<file path="src/hw/rtl/egcd_pkg.sv">
// Shared constants, widths and sequencer states for the extended gcd core.
// No dependencies; compile this file first.
package egcd_pkg;

  localparam int OPERAND_WIDTH = 31;
  localparam int COEF_WIDTH    = OPERAND_WIDTH + 1;
  localparam int CNT_W         = $clog2(OPERAND_WIDTH);

  // Fixed field widths of the channels
  localparam int IN_FIELD_W   = 31;
  localparam int GCD_FIELD_W  = 31;
  localparam int COEF_FIELD_W = 32;
  localparam int INV_FIELD_W  = 31;

  typedef logic [OPERAND_WIDTH-1:0]      operand_t;
  typedef logic signed [COEF_WIDTH-1:0]  coef_t;
  typedef logic [CNT_W-1:0]              cnt_t;

  typedef enum logic [2:0] {
    ST_IDLE,
    ST_CHECK,
    ST_DIV,
    ST_UPD,
    ST_FIN
  } egcd_state_t;

endpackage

</file>
<file path="src/hw/rtl/egcd_in_if.sv">
// Input channel: operand pair with valid/ready handshake.
// Depends on egcd_pkg.
interface egcd_in_if;
  import egcd_pkg::*;

  logic                  valid;
  logic                  ready;
  logic [IN_FIELD_W-1:0] first_operand;
  logic [IN_FIELD_W-1:0] second_operand;

  modport source (output valid, output first_operand, output second_operand, input ready);
  modport sink   (input valid, input first_operand, input second_operand, output ready);
endinterface

</file>
<file path="src/hw/rtl/egcd_out_if.sv">
// Result channel: gcd, Bezout coefficients and modular inverse with valid/ready.
// Depends on egcd_pkg.
interface egcd_out_if;
  import egcd_pkg::*;

  logic                           valid;
  logic                           ready;
  logic [GCD_FIELD_W-1:0]         gcd_value;
  logic signed [COEF_FIELD_W-1:0] coef_first;
  logic signed [COEF_FIELD_W-1:0] coef_second;
  logic [INV_FIELD_W-1:0]         inverse_value;
  logic                           inverse_valid;

  modport source (output valid, output gcd_value, output coef_first, output coef_second,
                  output inverse_value, output inverse_valid, input ready);
  modport sink   (input valid, input gcd_value, input coef_first, input coef_second,
                  input inverse_value, input inverse_valid, output ready);
endinterface

</file>
<file path="src/hw/rtl/extended_gcd_modular_inverse_core.sv">
// Extended Euclidean algorithm core: gcd, Bezout coefficients, modular inverse.
// Depends on egcd_pkg, egcd_in_if and egcd_out_if.
//
// One operand pair is taken at a time; in_ch.ready is high only while the
// sequencer is idle. Each Euclid round runs a check state, then a restoring
// divider at one quotient bit per cycle that folds the quotient into both
// coefficient updates in the same cycles, then an update state. There is
// one round per division step: none when the second operand is zero, at
// most 45 for 31-bit operands. The result becomes valid in the same cycle
// that in_ch.ready comes back, so a new pair is taken only once the sequencer
// has finished the previous one.
// The result sits in an output register, so the next pair is taken while an
// earlier result still waits for out_ch.ready; a result that is ready while
// the register is still full holds the sequencer until that transfer.
module extended_gcd_modular_inverse_core (
  input  logic             clk,
  input  logic             rst_n,
  egcd_in_if.sink          in_ch,
  egcd_out_if.source       out_ch
);
  import egcd_pkg::*;

  egcd_state_t state_r, state_nxt;

  operand_t a_r, a_nxt;          // dividend of the current round
  operand_t b_r, b_nxt;          // divisor of the current round
  operand_t mod_r, mod_nxt;      // modulus kept for the inverse
  operand_t rem_r, rem_nxt;      // partial remainder
  operand_t div_r, div_nxt;      // dividend bits still to shift in
  cnt_t     cnt_r, cnt_nxt;
  coef_t    s_prev_r, s_prev_nxt, s_cur_r, s_cur_nxt, s_acc_r, s_acc_nxt;
  coef_t    t_prev_r, t_prev_nxt, t_cur_r, t_cur_nxt, t_acc_r, t_acc_nxt;

  logic                           out_valid_r, out_valid_nxt;
  logic [GCD_FIELD_W-1:0]         gcd_r, gcd_nxt;
  logic signed [COEF_FIELD_W-1:0] cf_r, cf_nxt, cs_r, cs_nxt;
  logic [INV_FIELD_W-1:0]         inv_r, inv_nxt;
  logic                           invv_r, invv_nxt;

  logic [OPERAND_WIDTH:0] trial;
  logic                   q_bit;
  coef_t                  mod_ext;
  coef_t                  inv_full;
  logic                   inv_ok;

  // One restoring divider step
  always_comb begin
    trial = {rem_r, div_r[OPERAND_WIDTH-1]};
    q_bit = (trial >= {1'b0, b_r});
  end

  // Bring t into [0, modulus); |t| never exceeds the modulus here
  always_comb begin
    mod_ext = coef_t'(mod_r);
    if (t_prev_r[COEF_WIDTH-1]) begin
      inv_full = t_prev_r + mod_ext;
    end else if (t_prev_r >= mod_ext) begin
      inv_full = t_prev_r - mod_ext;
    end else begin
      inv_full = t_prev_r;
    end
    inv_ok = (a_r == operand_t'(1)) && (mod_r != '0);
  end

  always_comb begin
    state_nxt     = state_r;
    a_nxt         = a_r;
    b_nxt         = b_r;
    mod_nxt       = mod_r;
    rem_nxt       = rem_r;
    div_nxt       = div_r;
    cnt_nxt       = cnt_r;
    s_prev_nxt    = s_prev_r;
    s_cur_nxt     = s_cur_r;
    s_acc_nxt     = s_acc_r;
    t_prev_nxt    = t_prev_r;
    t_cur_nxt     = t_cur_r;
    t_acc_nxt     = t_acc_r;
    gcd_nxt       = gcd_r;
    cf_nxt        = cf_r;
    cs_nxt        = cs_r;
    inv_nxt       = inv_r;
    invv_nxt      = invv_r;
    out_valid_nxt = out_valid_r;

    // drop the result once it transfers
    if (out_valid_r && out_ch.ready) begin
      out_valid_nxt = 1'b0;
    end

    unique case (state_r)
      ST_IDLE: begin
        if (in_ch.valid) begin
          a_nxt      = operand_t'(in_ch.first_operand);
          b_nxt      = operand_t'(in_ch.second_operand);
          mod_nxt    = operand_t'(in_ch.first_operand);
          s_prev_nxt = coef_t'(1);
          s_cur_nxt  = '0;
          t_prev_nxt = '0;
          t_cur_nxt  = coef_t'(1);
          state_nxt  = ST_CHECK;
        end
      end
      ST_CHECK: begin
        if (b_r == '0) begin
          state_nxt = ST_FIN;
        end else begin
          rem_nxt   = '0;
          div_nxt   = a_r;
          cnt_nxt   = cnt_t'(OPERAND_WIDTH - 1);
          s_acc_nxt = '0;
          t_acc_nxt = '0;
          state_nxt = ST_DIV;
        end
      end
      ST_DIV: begin
        // quotient bits arrive MSB first: accumulate q*s and q*t by Horner
        rem_nxt   = q_bit ? operand_t'(trial - {1'b0, b_r}) : operand_t'(trial);
        div_nxt   = {div_r[OPERAND_WIDTH-2:0], 1'b0};
        s_acc_nxt = (s_acc_r <<< 1) + (q_bit ? s_cur_r : coef_t'(0));
        t_acc_nxt = (t_acc_r <<< 1) + (q_bit ? t_cur_r : coef_t'(0));
        cnt_nxt   = cnt_r - cnt_t'(1);
        if (cnt_r == '0) begin
          state_nxt = ST_UPD;
        end
      end
      ST_UPD: begin
        a_nxt      = b_r;
        b_nxt      = rem_r;
        s_prev_nxt = s_cur_r;
        s_cur_nxt  = s_prev_r - s_acc_r;
        t_prev_nxt = t_cur_r;
        t_cur_nxt  = t_prev_r - t_acc_r;
        state_nxt  = ST_CHECK;
      end
      ST_FIN: begin
        // hold until the output register is free
        if (!out_valid_r || out_ch.ready) begin
          gcd_nxt       = GCD_FIELD_W'(a_r);
          cf_nxt        = COEF_FIELD_W'(s_prev_r);
          cs_nxt        = COEF_FIELD_W'(t_prev_r);
          inv_nxt       = inv_ok ? INV_FIELD_W'(inv_full) : '0;
          invv_nxt      = inv_ok;
          out_valid_nxt = 1'b1;
          state_nxt     = ST_IDLE;
        end
      end
      default: begin
        state_nxt = ST_IDLE;
      end
    endcase
  end

  always_ff @(posedge clk) begin
    if (!rst_n) begin
      state_r     <= ST_IDLE;
      out_valid_r <= 1'b0;
    end else begin
      state_r     <= state_nxt;
      out_valid_r <= out_valid_nxt;
    end
  end

  always_ff @(posedge clk) begin
    a_r      <= a_nxt;
    b_r      <= b_nxt;
    mod_r    <= mod_nxt;
    rem_r    <= rem_nxt;
    div_r    <= div_nxt;
    cnt_r    <= cnt_nxt;
    s_prev_r <= s_prev_nxt;
    s_cur_r  <= s_cur_nxt;
    s_acc_r  <= s_acc_nxt;
    t_prev_r <= t_prev_nxt;
    t_cur_r  <= t_cur_nxt;
    t_acc_r  <= t_acc_nxt;
    gcd_r    <= gcd_nxt;
    cf_r     <= cf_nxt;
    cs_r     <= cs_nxt;
    inv_r    <= inv_nxt;
    invv_r   <= invv_nxt;
  end

  assign in_ch.ready          = (state_r == ST_IDLE);
  assign out_ch.valid         = out_valid_r;
  assign out_ch.gcd_value     = gcd_r;
  assign out_ch.coef_first    = cf_r;
  assign out_ch.coef_second   = cs_r;
  assign out_ch.inverse_value = inv_r;
  assign out_ch.inverse_valid = invv_r;

endmodule

</file>
<file path="src/flat_wrapper.sv">
// flat-port wrapper written by rule: the top's interface ports become plain ports
module extended_gcd_modular_inverse_core_flat import egcd_pkg::*;
  (clk, rst_n, in_ch_valid, in_ch_first_operand, in_ch_second_operand, in_ch_ready, out_ch_valid, out_ch_gcd_value, out_ch_coef_first, out_ch_coef_second, out_ch_inverse_value, out_ch_inverse_valid, out_ch_ready);
  egcd_in_if in_ch_i ();
  egcd_out_if out_ch_i ();
  input  logic clk;
  input  logic rst_n;
  input wire logic [$bits(in_ch_i.valid)-1:0] in_ch_valid;
  input wire logic [$bits(in_ch_i.first_operand)-1:0] in_ch_first_operand;
  input wire logic [$bits(in_ch_i.second_operand)-1:0] in_ch_second_operand;
  output wire logic [$bits(in_ch_i.ready)-1:0] in_ch_ready;
  output wire logic [$bits(out_ch_i.valid)-1:0] out_ch_valid;
  output wire logic [$bits(out_ch_i.gcd_value)-1:0] out_ch_gcd_value;
  output wire logic [$bits(out_ch_i.coef_first)-1:0] out_ch_coef_first;
  output wire logic [$bits(out_ch_i.coef_second)-1:0] out_ch_coef_second;
  output wire logic [$bits(out_ch_i.inverse_value)-1:0] out_ch_inverse_value;
  output wire logic [$bits(out_ch_i.inverse_valid)-1:0] out_ch_inverse_valid;
  input wire logic [$bits(out_ch_i.ready)-1:0] out_ch_ready;
  assign in_ch_i.valid = in_ch_valid;
  assign in_ch_i.first_operand = in_ch_first_operand;
  assign in_ch_i.second_operand = in_ch_second_operand;
  assign in_ch_ready = in_ch_i.ready;
  assign out_ch_valid = out_ch_i.valid;
  assign out_ch_gcd_value = out_ch_i.gcd_value;
  assign out_ch_coef_first = out_ch_i.coef_first;
  assign out_ch_coef_second = out_ch_i.coef_second;
  assign out_ch_inverse_value = out_ch_i.inverse_value;
  assign out_ch_inverse_valid = out_ch_i.inverse_valid;
  assign out_ch_i.ready = out_ch_ready;
  extended_gcd_modular_inverse_core u_core (.clk(clk), .rst_n(rst_n), .in_ch(in_ch_i), .out_ch(out_ch_i));
endmodule
</file>
<file path="config.mk">
export PLATFORM = sky130hd
export DESIGN_NAME = extended_gcd_modular_inverse_core_flat
export DESIGN_NICKNAME = d
export VERILOG_FILES = /design/src/hw/rtl/egcd_pkg.sv /design/src/hw/rtl/egcd_in_if.sv /design/src/hw/rtl/egcd_out_if.sv /design/src/hw/rtl/extended_gcd_modular_inverse_core.sv /design/src/flat_wrapper.sv
export SDC_FILE = /design/constraint.sdc
export NUM_CORES = 1
export LEC_CHECK = 0
export ABC_CLOCK_PERIOD_IN_PS = 12500
export BUFFER_PORTS_ARGS = -buffer_cell sky130_fd_sc_hd__buf_2
export CORE_ASPECT_RATIO = 0.5
export CORE_MARGIN = 2
export CORE_UTILIZATION = 55
export CTS_CLUSTER_SIZE = 24
export DETAILED_ROUTE_END_ITERATION = 6
export PLACE_DENSITY = 0.76
export SYNTH_ARGS = -nofsm -noshare
export SYNTH_HDL_FRONTEND = slang
export SYNTH_SLANG_ARGS = --single-unit
</file>
<file path="constraint.sdc">
create_clock -name clk -period 12.5 [get_ports clk]
set_input_delay 2.5 -clock clk [delete_from_list [all_inputs] [get_ports clk]]
set_output_delay 2.5 -clock clk [all_outputs]
set_load 0.01 [all_outputs]
</file>
==> results.txt <==
The number of DRC markers in iteration 0 is 2,141. The required time of the critical path is 12,810 ps. The setup slack of the critical path after layout is 6323 ps.

Timing would allow up to 161.9 MHz. The share of synthesized flip-flops with an asynchronous set or reset came out at 0%. In the detailed route, the total length drawn on met2 is 33,870 µm. The final layout contains routed wiring with a total length of 75,580 µm. The boundary pin count is between 150 and 200. The buffer and inverter count on the worst path is 1.

The worst setup path is launched from a flip-flop. Among all flip-flop cells after synthesis, the most frequent one is edfxtp_1. The floorplan die height came out at 167.2 µm. The post-route total power is 4608 µW.

Setup repair after global routing left no endpoint under its margin. The cell area after layout came out at 0.03238 mm². The final-report hold violation count is 0. The average cell area after synthesis came out at 10.21 µm². The die is ~330 µm wide. The synthesized design spends more area on one cell type than any other, namely edfxtp_1. The power density normalized to cell area came out at about 140 mW/mm². For this design, the sink count on the clock tree is 483. The worst-skew pair later-pin latency is 600 ps.

After synthesis, the cell types taking the most area are edfxtp_1, ha_1, nand2_1. The overall die area came out at ~0.055 mm². The number of inserted filler cells in the final layout is around 4,300.

The ratio of routed vias to standard cells came out at 5.915. The share of the synthesized area in the top cell type came out at 49.12%. The floorplan row count is between 50 and 60. The cell family contributing the most delay on the critical path is compound AO/OA/AOI/OAI gates. The area of the core came out at 0.05227 mm². Setup violations remaining at the end of the flow were counted as 0. The sequential area share after synthesis is 49.40%. The delay of the slowest cell on the worst path came out at 710 ps. Signal routing reaches up to met4.

The critical path endpoint category is a flip-flop. After layout, the minimum clock period comes to ~6200 ps. The pin slew with the least headroom to its limit is 1052 ps. In the final design database the tool counted 3,302 nets.

The routed wirelength normalized by instance count came out at 20.14 µm. The number of enable flip-flop cells after synthesis is 479. For this configuration, the core starts out at a cell density of a little under three fifths. The total negative setup slack is 0 ps. In this run the remaining antenna-violating nets after routing total 0. Detailed placement ended at an HPWL of between 50,000 and 60,000 µm. Counting along the longest clock path gives a buffer depth of 3. Walking the worst path, the cells encountered are ha_1, fa_1, nor2b_1, o21a_1, o211ai_1, a21oi_2, a21oi_1, o311ai_4, buf_4, and2_1, ha_1, a21oi_1, a2111oi_0, o21ai_0, a31oi_1, a211oi_1, o21ai_1, a221oi_1, o21ai_0, xnor2_1, nor2_1. After clock tree synthesis, the clock-pin slew on the worst setup and hold paths is approximately 70 ps. The leakage dissipation came out at 0.01346 µW. The distinct cell type count after synthesis came out at between 80 and 90. The number of global-route vias before repair came out at around 21,000. The synthesized area came out at 0.02928 mm². The data arrival at the endpoint of the critical path is 6490 ps.

The setup check on the worst reg-to-reg path leaves a slack of approximately 6300 ps. The iteration count of the initial detailed-routing pass is 7. The post-route fraction of the period consumed by the critical path came out at between 40 and 50%. The first-pass GRT wire length is 116,100 µm.

The synthesis warning total came out at 0. The final reports fail on design-rule violations. The maximum level of the CTS H-tree is 2. The weighted congestion reported at the end of routability-driven placement is 0.9270. The placement-stage cell area came out at 0.03086 mm². The post-synth net total came out at 3,155. The flow ran to the end, but the final reports show violations.

The total of hold buffers inserted after clock tree synthesis is 0. The worst slack after detailed placement is 6409 ps. The post-route netlist has 10.31% of its cells at a drive strength greater than 1. Global routing consumed, over all layers together, 26.84% of the routing resources. On the critical path, the stage with the largest delay is an instance of a2111oi_0. The largest net degree at the start of global routing came out at 90.

Buffers inserted during clock tree synthesis total 45. The total via count after detailed routing came out at ~22,000. The total overflow left after global routing is 0. The area growth from synthesis to layout is 10.60%. TritonCTS built the clock tree. Of all nets on the critical path, the largest fanout is 55. In this run, synthesis produced a sequential element count of 483. In the layout the commonest cells are edfxtp_1, nand2_1, nor2_1. The maximum vdd ir drop is 0.00009243 V. In the routed design, unresolved DRC markers number 23. The detailed-routing wirelength on met1 is 33,410 µm. The headroom to the max-slew limit is 29.90%. The library cell used most frequently in the layout, excluding fill and tap cells, is edfxtp_1. The post-CTS repair timing setup buffer count is 0. The synthesized netlist cell count came out at 2,867. The number of pins exceeding their max-slew limit in the final report is 0. In this run the clock root is driven by a clkbuf_16.

The post-cts repair resize count came out at 0. In this run the worst hold path is classified as reg -> reg. The initial antenna violation count came out at 4. The number of port buffers came out at between 150 and 200. Between clock sinks in the finished design, the worst skew comes to 21.99 ps.

The critical path is of the reg -> reg type. The reported max-cap violation count is 0. Wire segments on met3 add up to 5617 µm in the final route.
-- path summary, 6_finish.rpt --
path                            depth (start not counted)                start                            to
worst max-delay path                                   21        u_core.b_r[0]            u_core.s_acc_r[28]
worst min-delay path                                    0  u_core.s_prev_r[29]  u_core.out_ch.coef_first[29]
worst max register to register                         21        u_core.b_r[0]            u_core.s_acc_r[28]
worst min register to register                          0  u_core.s_prev_r[29]  u_core.out_ch.coef_first[29]
-- final cells by class --
| cell class | count | area (µm²) | share of cell area, % |
|---|---|---|---|
| flip-flops and latches | 483 | 14460 | 44.66 |
| multi-input cells | 2066 | 13650 | 42.15 |
| clock buffers | 55 | 1204 | 3.717 |
| repair buffers | 210 | 1091 | 3.369 |
| well taps | 701 | 877.1 | 2.708 |
| inverters | 208 | 780.7 | 2.411 |
| clock inverters | 25 | 306.5 | 0.9466 |
| diodes | 5 | 12.51 | 0.03864 |
-- cells in the mapped netlist (55+ instances only) --
cell type  number
a211oi_1       61
xor2_1         55
inv_1         206
nor2_1        239
xnor2_1       119
ha_1          215
a21oi_1       180
a21o_1         68
edfxtp_1      479
and2_1        130
nand2_1       342
clkbuf_1       94
o21ai_0       122
-- where the power goes --
group	switching, µW	internal [µW]
clock	641	798
combinational	700	456
sequential	92.9	1920
total	1430	3170
-- state kept, by name, indices dropped and copies added, names as in the netlist, 32 cells and up --
signal,cells
u_core.out_ch.coef_first,32
u_core.t_prev_r,32
u_core.s_cur_r,32
u_core.t_cur_r,32
u_core.s_acc_r,32
u_core.t_acc_r,32
u_core.s_prev_r,32
u_core.out_ch.coef_second,32
-- routing by layer --
layer,GRT usage [%],up-vias
li1,-,10630
met1,37.76,10630
met2,41.41,799
met3,5.213,139
met4,9.955,0
met5,0,-
-- kinds of logic (layout without fill, tap and decap cells) --
kind of cell    Yosys count  after routing  synth area share [%]
buf+inv                 318            498                 4.192
other cells               0              5                     0
compound gates          665            665                 14.87
flops                   483            483                 49.40
fa+ha+maj               222            222                 9.665
mux                      27             27                0.9315
simple gates            978            978                 15.74
xor+xnor                174            174                 5.204
-- metrics by stage --
step / std cells / util (%) / hold slack, ps
detailed placement: 3668 / 59.05 / 444.5
floorplan: 2867 / - / 424.4
finish: 3753 / 61.96 / 458.4
CTS: 3748 / 61.94 / 459.6
global route: 3752 / 61.96 / 472.6
global placement: 3668 / 59.05 / 442.6
-- worst register-to-register path, stage by stage, from the launching register on --
cell,delay [ps]
edfxtp_1,410
ha_1,240
fa_1,470
nor2b_1,130
o21a_1,140
o211ai_1,130
a21oi_2,320
a21oi_1,180
o311ai_4,300
buf_4,560
and2_1,300
ha_1,160
a21oi_1,80
a2111oi_0,710
o21ai_0,290
a31oi_1,390
a211oi_1,200
o21ai_1,280
a221oi_1,170
o21ai_0,250
xnor2_1,140
nor2_1,50
(Power assumes the default switching activity.)
